==> config.mk <==
export PLATFORM = sky130hd
export DESIGN_NAME = dbcs_greedy_line_breaker_top
export DESIGN_NICKNAME = d
export VERILOG_FILES = /design/src/rtl/dglb_pkg.sv /design/src/rtl/dglb_front.sv /design/src/rtl/dglb_opq.sv /design/src/rtl/dglb_back.sv /design/src/rtl/dbcs_greedy_line_breaker_top.sv
export SDC_FILE = /design/constraint.sdc
export NUM_CORES = 1
export LEC_CHECK = 0
export ABC_AREA = 1
export BUFFER_PORTS_ARGS = -buffer_cell sky130_fd_sc_hd__buf_4
export CORE_MARGIN = 8
export CORE_UTILIZATION = 61
export DETAILED_ROUTE_END_ITERATION = 10
export HOLD_SLACK_MARGIN = 0.1
export PLACE_DENSITY = 0.84
export REMOVE_ABC_BUFFERS = 1
export SYNTH_ARGS = -nofsm -noshare
export SYNTH_HDL_FRONTEND = slang
export SYNTH_SLANG_ARGS = --single-unit
==> constraint.sdc <==
create_clock -name clock -period 8.35 [get_ports clock]
set_clock_uncertainty 0.2 [all_clocks]
set_input_delay 1.67 -clock clock [delete_from_list [all_inputs] [get_ports clock]]
set_output_delay 1.67 -clock clock [all_outputs]
set_load 0.02 [all_outputs]
==> src/rtl/dglb_pkg.sv <==
// Shared types and constants for the double-byte line breaker.
package dglb_pkg;

   localparam int TEXT_W     = 8;
   localparam int BYTES_W    = 10;
   localparam int PIXELS_W   = 12;
   localparam int GLYPH_W    = 7;
   localparam int CSR_IDX_W  = 2;
   localparam int CSR_DATA_W = 12;
   localparam int REQ_DATA_W = 8;
   localparam int RSP_DATA_W = 24;

   localparam int OPQ_DEPTH = 4;
   localparam int RES_DEPTH = 4;

   localparam logic [BYTES_W-1:0]  BYTES_MAX    = '1;
   localparam logic [PIXELS_W-1:0] PIXELS_MAX   = '1;
   localparam logic [TEXT_W-1:0]   NEWLINE_BYTE = 8'h0A;

   localparam logic [PIXELS_W-1:0] MAX_LINE_WIDTH_RST     = 12'd480;
   localparam logic [GLYPH_W-1:0]  WIDE_GLYPH_WIDTH_RST   = 7'd16;
   localparam logic [GLYPH_W-1:0]  NARROW_GLYPH_WIDTH_RST = 7'd8;

   localparam logic [CSR_IDX_W-1:0] CSR_MAX_LINE_WIDTH     = 2'd0;
   localparam logic [CSR_IDX_W-1:0] CSR_WIDE_GLYPH_WIDTH   = 2'd1;
   localparam logic [CSR_IDX_W-1:0] CSR_NARROW_GLYPH_WIDTH = 2'd2;

   typedef enum logic [1:0] {
      OP_NARROW  = 2'd0,
      OP_LEAD    = 2'd1,
      OP_TRAIL   = 2'd2,
      OP_NEWLINE = 2'd3
   } op_kind_type;

   typedef struct packed {
      op_kind_type kind;
      logic        fin;
   } op_type;

   typedef struct packed {
      logic [BYTES_W-1:0]  bytes;
      logic [PIXELS_W-1:0] pixels;
      logic                done;
   } line_type;

endpackage

==> src/rtl/dglb_front.sv <==
// Front end: accepts text bytes and classifies them into glyph operations.
module dglb_front (
   input  logic                         clock,
   input  logic                         reset,
   input  logic                         req_tvalid,
   output logic                         req_tready,
   input  logic [dglb_pkg::TEXT_W-1:0]  req_tdata,
   input  logic                         req_tlast,
   input  logic                         opq_full,
   output logic                         opq_push,
   output dglb_pkg::op_type             opq_op
);

   logic awaiting_trail_ff;
   logic awaiting_trail_in;

   assign req_tready = !opq_full;
   assign opq_push   = req_tvalid && req_tready;

   always_comb begin
      opq_op.fin = req_tlast;
      if (awaiting_trail_ff) begin
         opq_op.kind = dglb_pkg::OP_TRAIL;
      end else if (req_tdata[dglb_pkg::TEXT_W-1]) begin
         opq_op.kind = dglb_pkg::OP_LEAD;
      end else if (req_tdata == dglb_pkg::NEWLINE_BYTE) begin
         opq_op.kind = dglb_pkg::OP_NEWLINE;
      end else begin
         opq_op.kind = dglb_pkg::OP_NARROW;
      end
   end

   // a lead byte that ends the text leaves nothing pending
   always_comb begin
      awaiting_trail_in = awaiting_trail_ff;
      if (opq_push) begin
         awaiting_trail_in = (opq_op.kind == dglb_pkg::OP_LEAD) && !req_tlast;
      end
   end

   always_ff @(posedge clock) begin
      if (reset) begin
         awaiting_trail_ff <= 1'b0;
      end else begin
         awaiting_trail_ff <= awaiting_trail_in;
      end
   end

endmodule

==> src/rtl/dglb_opq.sv <==
// Small queue of classified glyph operations between front and back end.
module dglb_opq #(
   parameter int Depth = dglb_pkg::OPQ_DEPTH
) (
   input  logic             clock,
   input  logic             reset,
   input  logic             push,
   input  dglb_pkg::op_type push_op,
   output logic             full,
   input  logic             pop,
   output dglb_pkg::op_type pop_op,
   output logic             empty
);

   localparam int PtrW = (Depth > 1) ? $clog2(Depth) : 1;
   localparam int CntW = $clog2(Depth + 1);

   dglb_pkg::op_type mem_ff [Depth];
   logic [PtrW-1:0]  wr_ptr_ff, wr_ptr_in;
   logic [PtrW-1:0]  rd_ptr_ff, rd_ptr_in;
   logic [CntW-1:0]  count_ff, count_in;

   function automatic logic [PtrW-1:0] ptr_inc(input logic [PtrW-1:0] p);
      return (p == PtrW'(Depth - 1)) ? '0 : p + PtrW'(1);
   endfunction

   assign full   = (count_ff == CntW'(Depth));
   assign empty  = (count_ff == '0);
   assign pop_op = mem_ff[rd_ptr_ff];

   always_comb begin
      wr_ptr_in = push ? ptr_inc(wr_ptr_ff) : wr_ptr_ff;
      rd_ptr_in = pop ? ptr_inc(rd_ptr_ff) : rd_ptr_ff;
      count_in  = count_ff + CntW'(push) - CntW'(pop);
   end

   always_ff @(posedge clock) begin
      if (push) begin
         mem_ff[wr_ptr_ff] <= push_op;
      end
   end

   always_ff @(posedge clock) begin
      if (reset) begin
         wr_ptr_ff <= '0;
         rd_ptr_ff <= '0;
         count_ff  <= '0;
      end else begin
         wr_ptr_ff <= wr_ptr_in;
         rd_ptr_ff <= rd_ptr_in;
         count_ff  <= count_in;
      end
   end

endmodule

==> src/rtl/dglb_back.sv <==
// Back end: line state, width fit test, config registers and result buffer.
module dglb_back #(
   parameter int ResDepth = dglb_pkg::RES_DEPTH
) (
   input  logic                             clock,
   input  logic                             reset,
   input  logic                             csr_valid,
   output logic                             csr_ready,
   input  logic [dglb_pkg::CSR_IDX_W-1:0]   csr_index,
   input  logic [dglb_pkg::CSR_DATA_W-1:0]  csr_data,
   input  logic                             opq_empty,
   input  dglb_pkg::op_type                 opq_op,
   output logic                             opq_pop,
   output dglb_pkg::line_type               rsp_line,
   output logic                             rsp_valid,
   input  logic                             rsp_ready
);

   localparam int PtrW = (ResDepth > 1) ? $clog2(ResDepth) : 1;
   localparam int CntW = $clog2(ResDepth + 1);
   localparam int BW   = dglb_pkg::BYTES_W;
   localparam int PW   = dglb_pkg::PIXELS_W;
   localparam int GW   = dglb_pkg::GLYPH_W;

   logic [PW-1:0] max_width_ff;
   logic [GW-1:0] wide_width_ff;
   logic [GW-1:0] narrow_width_ff;

   logic [BW-1:0] bytes_ff, bytes_in;
   logic [PW-1:0] pixels_ff, pixels_in;

   dglb_pkg::line_type res_mem_ff [ResDepth];
   logic [PtrW-1:0]    wr_ptr_ff, wr_ptr_in;
   logic [PtrW-1:0]    rd_ptr_ff, rd_ptr_in;
   logic [CntW-1:0]    count_ff, count_in;

   logic               rsp_fire;
   logic               narrow_op;
   logic               no_width;
   logic [GW-1:0]      glyph_px;
   logic [PW:0]        fit_sum;
   logic [PW:0]        add_sum;
   logic               room_emit;
   logic               close_emit;
   logic [BW-1:0]      base_bytes;
   logic [PW-1:0]      base_pixels;
   logic [BW-1:0]      new_bytes;
   logic [PW-1:0]      new_pixels;
   dglb_pkg::line_type line_a;
   dglb_pkg::line_type line_b;
   logic [PtrW-1:0]    b_slot;

   function automatic logic [PtrW-1:0] ptr_inc(input logic [PtrW-1:0] p);
      return (p == PtrW'(ResDepth - 1)) ? '0 : p + PtrW'(1);
   endfunction

   assign csr_ready = 1'b1;

   always_ff @(posedge clock) begin
      if (reset) begin
         max_width_ff    <= dglb_pkg::MAX_LINE_WIDTH_RST;
         wide_width_ff   <= dglb_pkg::WIDE_GLYPH_WIDTH_RST;
         narrow_width_ff <= dglb_pkg::NARROW_GLYPH_WIDTH_RST;
      end else if (csr_valid && csr_ready) begin
         unique case (csr_index)
            dglb_pkg::CSR_MAX_LINE_WIDTH: begin
               max_width_ff <= csr_data[PW-1:0];
            end
            dglb_pkg::CSR_WIDE_GLYPH_WIDTH: begin
               wide_width_ff <= csr_data[GW-1:0];
            end
            dglb_pkg::CSR_NARROW_GLYPH_WIDTH: begin
               narrow_width_ff <= csr_data[GW-1:0];
            end
            default: begin
            end
         endcase
      end
   end

   // room for two results must exist before an operation is taken
   assign opq_pop  = !opq_empty && (count_ff <= CntW'(ResDepth - 2));
   assign rsp_fire = rsp_valid && rsp_ready;

   always_comb begin
      narrow_op = (opq_op.kind == dglb_pkg::OP_NARROW);
      no_width  = (opq_op.kind == dglb_pkg::OP_LEAD) ||
                  (opq_op.kind == dglb_pkg::OP_NEWLINE);
      glyph_px  = narrow_op ? narrow_width_ff : wide_width_ff;
      fit_sum   = {1'b0, pixels_ff} + (PW + 1)'(glyph_px);
      room_emit = ((opq_op.kind == dglb_pkg::OP_LEAD) || narrow_op) &&
                  (bytes_ff != '0) && (fit_sum > {1'b0, max_width_ff});
      close_emit = (opq_op.kind == dglb_pkg::OP_NEWLINE) || opq_op.fin;

      base_bytes  = room_emit ? '0 : bytes_ff;
      base_pixels = room_emit ? '0 : pixels_ff;
      // on an empty line the sum is the glyph width alone
      add_sum     = room_emit ? (PW + 1)'(glyph_px) : fit_sum;

      new_bytes = (base_bytes == dglb_pkg::BYTES_MAX) ? base_bytes
                                                      : base_bytes + BW'(1);
      if (no_width) begin
         new_pixels = base_pixels;
      end else if (add_sum[PW]) begin
         new_pixels = dglb_pkg::PIXELS_MAX;
      end else begin
         new_pixels = add_sum[PW-1:0];
      end

      line_a.bytes  = bytes_ff;
      line_a.pixels = pixels_ff;
      line_a.done   = 1'b0;
      line_b.bytes  = new_bytes;
      line_b.pixels = new_pixels;
      line_b.done   = opq_op.fin;

      bytes_in  = bytes_ff;
      pixels_in = pixels_ff;
      if (opq_pop) begin
         bytes_in  = close_emit ? '0 : new_bytes;
         pixels_in = close_emit ? '0 : new_pixels;
      end

      b_slot    = room_emit ? ptr_inc(wr_ptr_ff) : wr_ptr_ff;
      wr_ptr_in = wr_ptr_ff;
      if (opq_pop) begin
         wr_ptr_in = close_emit ? ptr_inc(b_slot) : b_slot;
      end
      rd_ptr_in = rsp_fire ? ptr_inc(rd_ptr_ff) : rd_ptr_ff;
      count_in  = count_ff + CntW'(opq_pop && room_emit) + CntW'(opq_pop && close_emit)
                  - CntW'(rsp_fire);
   end

   always_ff @(posedge clock) begin
      if (opq_pop && room_emit) begin
         res_mem_ff[wr_ptr_ff] <= line_a;
      end
      if (opq_pop && close_emit) begin
         res_mem_ff[b_slot] <= line_b;
      end
   end

   always_ff @(posedge clock) begin
      if (reset) begin
         bytes_ff  <= '0;
         pixels_ff <= '0;
         wr_ptr_ff <= '0;
         rd_ptr_ff <= '0;
         count_ff  <= '0;
      end else begin
         bytes_ff  <= bytes_in;
         pixels_ff <= pixels_in;
         wr_ptr_ff <= wr_ptr_in;
         rd_ptr_ff <= rd_ptr_in;
         count_ff  <= count_in;
      end
   end

   assign rsp_valid = (count_ff != '0);
   assign rsp_line  = res_mem_ff[rd_ptr_ff];

endmodule

==> src/rtl/dbcs_greedy_line_breaker_top.sv <==
// Path: a byte is registered in the op queue, then the result for the line it closes is registered in
// the result buffer; ops are taken only while at most two results wait in the result buffer.
// Throughput: one text byte per cycle while the op queue is not full; a byte that closes two lines yields two results.
// The op queue and the four-entry result buffer let either side stall without blocking the other.
// Reset (synchronous, active high) empties both queues, clears the open line and loads
// max_line_width 480, wide_glyph_width 16, narrow_glyph_width 8.
module dbcs_greedy_line_breaker_top #(
   parameter int OpqDepth = dglb_pkg::OPQ_DEPTH,
   parameter int ResDepth = dglb_pkg::RES_DEPTH
) (
   input  logic                                clock,
   input  logic                                reset,
   input  logic                                req_tvalid,
   output logic                                req_tready,
   input  logic [dglb_pkg::REQ_DATA_W-1:0]     req_tdata,  // [7:0] text_byte
   input  logic                                req_tlast,  // is_final_byte
   output logic                                rsp_tvalid,
   input  logic                                rsp_tready,
   output logic [dglb_pkg::RSP_DATA_W-1:0]     rsp_tdata,  // [9:0] line_bytes, [21:10] line_pixels
   output logic                                rsp_tlast,  // text_done
   input  logic                                csr_valid,
   output logic                                csr_ready,
   input  logic [dglb_pkg::CSR_IDX_W-1:0]      csr_index,
   input  logic [dglb_pkg::CSR_DATA_W-1:0]     csr_data
);

   logic               opq_push;
   logic               opq_pop;
   logic               opq_full;
   logic               opq_empty;
   dglb_pkg::op_type   push_op;
   dglb_pkg::op_type   pop_op;
   dglb_pkg::line_type rsp_line;

   dglb_front u_front (
      .clock      (clock),
      .reset      (reset),
      .req_tvalid (req_tvalid),
      .req_tready (req_tready),
      .req_tdata  (req_tdata),
      .req_tlast  (req_tlast),
      .opq_full   (opq_full),
      .opq_push   (opq_push),
      .opq_op     (push_op)
   );

   dglb_opq #(
      .Depth (OpqDepth)
   ) u_opq (
      .clock   (clock),
      .reset   (reset),
      .push    (opq_push),
      .push_op (push_op),
      .full    (opq_full),
      .pop     (opq_pop),
      .pop_op  (pop_op),
      .empty   (opq_empty)
   );

   dglb_back #(
      .ResDepth (ResDepth)
   ) u_back (
      .clock     (clock),
      .reset     (reset),
      .csr_valid (csr_valid),
      .csr_ready (csr_ready),
      .csr_index (csr_index),
      .csr_data  (csr_data),
      .opq_empty (opq_empty),
      .opq_op    (pop_op),
      .opq_pop   (opq_pop),
      .rsp_line  (rsp_line),
      .rsp_valid (rsp_tvalid),
      .rsp_ready (rsp_tready)
   );

   assign rsp_tdata = {2'b00, rsp_line.pixels, rsp_line.bytes};
   assign rsp_tlast = rsp_line.done;

endmodule
Word-level counts from Yosys, hierarchy flattened
Memory sizes are Yosys's and may differ from the RTL's. A register that Yosys moved wholly into a read port is not among the register bits.
Index checks and enable logic that the tools add are counted.

storage, ports and cells
  flip-flop bits (word level) = 63
  latch bits = 0
  memory bits (writable) = 104
  bits in read-only memories = 0
  output and inout port bits = 28
  logic and storage cells = 92
  memories = 2

cells by class
  add/sub/neg operators = 12
  $mul = 0
  divide/modulo/power cells = 0
  order comparisons = 2
  equality and inequality tests = 13
  shifts and indexed selects = 0
  mux-type cells = 29
  bitwise gates (word level) = 0
  reductions and logical operators = 22

memory list
  memory             depth  bits a word  read ports  clocked after memory_dff  write ports  RTL line         text
  u_back.res_mem_ff  4      23           1           1                         2            dglb_back.sv:32  dglb_pkg::line_type res_mem_ff [ResDepth];
  u_opq.mem_ff       4      3            1           1                         1            dglb_opq.sv:18   dglb_pkg::op_type mem_ff [Depth];

operator list
  kind                     count
  $mux W12                 4
  $mux W10                 3
  $mux W2                  14
  $eq A2 B2 Y1 const B     7
  $add A12 B7 Y13          1
  $gt A13 B12 Y1           1
  $mux W13                 1
  $add A10 B1 Y10 const B  1
  $add A2 B1 Y2 const B    5
  $eq A10 B10 Y1 const B   1
  $reduce_bool A10 Y1      1
  $add A3 B1 Y3            3
  $eq A8 B4 Y1 const B     1
  $logic_and A1 B1 Y1      8
  $mux W7                  1
  $eq A2 B1 Y1 const B     3
  $mux W1                  6
  $reduce_and A2 Y1        3
  $sub A3 B1 Y3            2
  $logic_not A2 Y1         2
  $eq A3 B3 Y1 const B     1
  $le A3 B2 Y1 const B     1
  $logic_not A1 Y1         3
  $logic_not A3 Y1         1
  other kinds (2)          4

Logic depth before layout (Yosys ltp)
  depth after elaboration = 9
  gate-level depth with buffers = 41
  mapped depth without buffers = 36

Cells and area by module
A second synthesis with hierarchy kept.

unflattened totals
  cell total of the unflattened synthesis = 1114
  area total of the unflattened synthesis = 9232.6 µm²

by module, submodules not included
  module                        times used  cells each  area each (µm²)  seq. area each (µm²)
  dglb_back                     1           991         8134.1           3903.7
  dglb_opq                      1           93          940.9            540.5
  dglb_front                    1           27          138.9            20.0
  dbcs_greedy_line_breaker_top  1           3           18.8             0.0

Worst setup path before layout
Ideal clock, no wire load.

  kind = reg2reg
  from = register with a tool-made name
  to = memory u_back.res_mem_ff[3][0] (netlist bit), enable pin
  library setup time = 0.549 ns
  data arrival time = 5.377 ns
  required time = 7.601 ns
  slack = 2.224 ns
  stages on the path, launching flop included = 39
  buffers on the path = 7
  period minus slack after synthesis = 6.126 ns
  path through = dfxtp_1 -> buf_2 -> inv_2 -> nand2_1 -> nand3_1 -> nand2_1 -> buf_2 -> nand2_1 -> buf_2 -> nand2_1 -> o21ai_1 -> ha_1 -> fa_1 -> nand3_1 -> nand3_1 -> nand2_1 -> nand3_1 -> nand2_1 -> (+3 left out) -> ha_1 -> a21oi_1 -> nor2_1 -> nor2_1 -> nand2_1 -> nor2_2 -> o21ai_2 -> nand2_4 -> buf_6 -> buf_4 -> nand2_1 -> o21ai_1 -> inv_1 -> ha_1 -> nand2_1 -> clkbuf_1 -> buf_2 -> o21ai_0

RTL lines
  element    RTL line
  to (decl)  dglb_back.sv:32

==> impl_metrics.toml <==
[worst_setup_path]
slowest_stage = "nand2_1"
slowest_delay_ps = 820
cp_common_cell = "nand2_1"
worstPathMaxFanout = 40
critPathKind = "reg2reg"
crit_path_end_kind = "flip-flop"
required_ps = 8080
r2r_end = "u_back.res_mem_ff[0][16]$_DFFE_PP_"
critPathArrivalTime_ps = 7060
ff2ff_path_depth = 31
regToRegSetupSlack_ps = 1020
start_kind = "flip-flop"

[run_status]
status = "completed"

[global_routing]
grt_max_degree = 48
grt_pass1_wl_microns = 34700
grt.met3_usage_pct = 5.82
grt_pass1_vias = 7127
grtUsageMet1_pct = 27.1
antenna_found_initial = 0
grt_util_all_layers_pct = 21.7
globalRoute.busiestLayer = "met2"
overflow = 0
grt_util_met2_pct = 35.5

[power]
p_leak_nw = 4.09
combinationalPowerShare_pct = 40.4
p_clk_share_pct = 24.4
p_sw_share_pct = 39.9
total_power_mw = 3.38
p_seq_share_pct = 35.2
p_switching_mw = 1.35
p_int_mw = 2.03
ir_drop_uv = 192
p_per_area_mw_per_mm2 = 332

[detailed_routing]
ant_nets = 0
first_pass_iters = 7
via_per_inst = 5.76
dr.first_iter.drc_count = 592
drc = 0
wirelength_microns = 21100
wl_per_cell_microns = 16.0
vias = 7577

[cts]
cts_tree = "yes"
cts_setup_buffers = 0
clock_path_buffers = 2
hold_buffers = 0
root_buffer = "clkbuf_16"
cts-buffers-inserted = 17
clk_latency_ps = 430
cts_resized = 0
htreeDepth = 4
cts.sinks = 171
clkTransAtPathRegs_ps = 60

[hold_path]
hold_end = "u_back.narrow_width_ff[4]$_SDFFE_PP0P_"
hold_start = "u_back.narrow_width_ff[4]$_SDFFE_PP0P_"
hold_depth = 2
hp-class = "reg2reg"

[timing]
setup_viol = 0
whs_ps = 259
drv_slew = 0
worst-slew-pin-transition_ps = 1030
fmax_mhz = 136
final-hold-violation-count = 0
finalCritPeriodShare_pct = 87.8
worst_slack_ps = 1020
tns_ps = 0
period_needed_ps = 7330
max-slew-margin-rel_pct = 31.5
rsz0062_at_grt = "no"

[synth]
synth_seq_cells = 171
yosysUniqueCellTypes = 48
syn_area_sq_mm = 0.00914
async_flop_share_pct = 0
syn_inst = 1098
synth-warning-count = 0
synth_edf_count = 104
ys_seq_area_share_pct = 48.8
synth_area_per_cell_sq_um = 8.33
synth_flop_cell = "edfxtp_1"

[job]
cap_viol_max_count = 0

[placed_design]
dpl.hpwl_microns = 14500
pre_cts_ws_ps = 1190
gp_congestion = 0.943
port_buffers = 52

[floorplanning]
fp-row-count = 44
dieHeight_microns = 138
core_area_sq_mm = 0.0146
start_util_pct = 62.7
ioPinCount = 56
dieArea_sq_mm = 0.0192
die_w_microns = 138

[final_layout]
final_core_util_pct = 69.8
drive_gt1_share_pct = 11.5
final_nets = 1190
syn_to_final_growth_pct = 11.4
fill_cells = 1087
antenna_cells = 0
==> registers in the layout, summed over array words and instances (netlist names), named ones only <==
register and count:
u_opq.wr_ptr_ff 2, u_back.narrow_width_ff 7, u_back.rd_ptr_ff 2, u_opq.mem_ff 12, u_back.res_mem_ff 92, u_back.count_ff 3
u_front.awaiting_trail_ff 1, u_opq.count_ff 3, u_back.wr_ptr_ff 2, u_back.pixels_ff 12, u_back.wide_width_ff 7, u_back.bytes_ff 10
u_back.max_width_ff 12, u_opq.rd_ptr_ff 2
==> how the worst max path moves through the flow <==
| stage | startpoint | slack, ps | endpoint |
|---|---|---|---|
| 2_1_floorplan | flip-flop | 2020 | u_back.res_mem_ff[3][0]$_SDFFCE_PN0P_ |
| 3_3_place_gp | flip-flop | 1470 | u_back.res_mem_ff[0][4]$_DFFE_PP_ |
| 3_5_place_dp | flip-flop | 1190 | u_back.res_mem_ff[0][19]$_DFFE_PP_ |
| 4_1_cts | flip-flop | 1060 | u_back.res_mem_ff[0][16]$_DFFE_PP_ |
| 5_1_grt | flip-flop | 390 | u_back.res_mem_ff[0][16]$_DFFE_PP_ |
| 6_report | flip-flop | 1020 | u_back.res_mem_ff[0][16]$_DFFE_PP_ |
==> metal layers <==
metal | wire length (microns) | vias to the layer above | share of wire, %
met2 | 10100 | 327 | 48
met1 | 8830 | 3456 | 42
met5 | 0 | - | 0
met4 | 420 | 0 | 2.0
met3 | 1730 | 38 | 8.2
li1 | - | 3756 | -
==> synth_stat cells (all sizes together), types with 2 or more instances <==
cell type	instances	share of area [%]
xnor2	2	0.19
mux2	2	0.25
o211ai	6	0.49
nand4	10	0.68
a211oi	2	0.16
clkbuf	38	1.6
a31oi	2	0.14
dfxtp	67	15
nor3	6	0.33
o21ai	180	10
or2	4	0.27
nand3	51	3.4
o211a	2	0.22
ha	39	5.3
fa	4	0.88
o22ai	26	1.8
buf	21	1.4
edfxtp	104	34
inv	101	4.1
clkinv	7	0.29
xor2	10	0.96
conb	2	0.082
nand2	238	10
nor4	2	0.14
a21oi	49	2.7
nor2	115	5.0
==> cells by family after synthesis <==
logic type | count (synthesis) | share of synthesized area (%)
mux | 2 | 0.246
xor+xnor | 12 | 1.15
compound gates | 271 | 15.9
simple gates | 430 | 20.2
other cells | 2 | 0.0821
buf+inv | 167 | 7.40
flops | 171 | 48.8
fa+ha+maj | 43 | 6.21
==> cells in the final DEF (no fill, tap or decap), types with 3 or more instances in the layout <==
cell / synthesis / routed
a21oi_1: 49 / 49
buf_4: 6 / 60
clkbuf_1: 34 / 3
clkbuf_16: 0 / 19
clkinv_1: 7 / 7
conb_1: 2 / 3
dfxtp_1: 67 / 67
edfxtp_1: 104 / 104
fa_1: 4 / 4
ha_1: 39 / 39
inv_1: 96 / 96
inv_2: 5 / 5
nand2_1: 231 / 231
nand2_2: 6 / 6
nand3_1: 42 / 42
nand3_2: 8 / 8
nand4_1: 10 / 10
nor2_1: 106 / 105
nor2_2: 8 / 9
nor3_1: 6 / 6
o211ai_1: 6 / 6
o21ai_0: 106 / 105
o21ai_1: 71 / 71
o21ai_2: 3 / 4
o22ai_1: 26 / 26
xor2_1: 10 / 10
==> layout make-up <==
cell class	count	area (sq um)	share of cell area [%]
multi-input combinational	761	4010	39.4
clock inverter	8	105	1.03
inverter	108	405	3.98
sequential	171	4460	43.8
timing repair buffer	60	450	4.42
clock buffer	24	514	5.05
tap	184	230	2.26
==> through the flow <==
step           std cells  instance area, sq um
2_1_floorplan       1040                  8880
4_1_cts             1316                 10200
3_5_place_dp        1284                  9560
5_1_grt             1316                 10200
3_3_place_gp        1284                  9560
6_report            1316                 10200
==> power by group through the flow <==
stage	logic [mW]	registers (mW)	clock network (mW)
4_1_cts	1.36	1.19	0.826
5_1_grt	1.52	1.21	0.858
6_report	1.37	1.19	0.825
3_3_place_gp	1.30	1.21	0
3_5_place_dp	1.35	1.21	0
2_1_floorplan	0.908	1.18	0
==> worst max-delay path, delay by kind of cell, from the launching register on <==
family	cells	cell delay, ps
AND/OR/NAND/NOR	18	3560
AO/OA/AOI/OAI	4	740
flip-flops	1	450
adder cells (fa/ha/maj)	4	1130
buffers and inverters	4	560
XOR/XNOR	1	160
(Power assumes the default switching activity.)
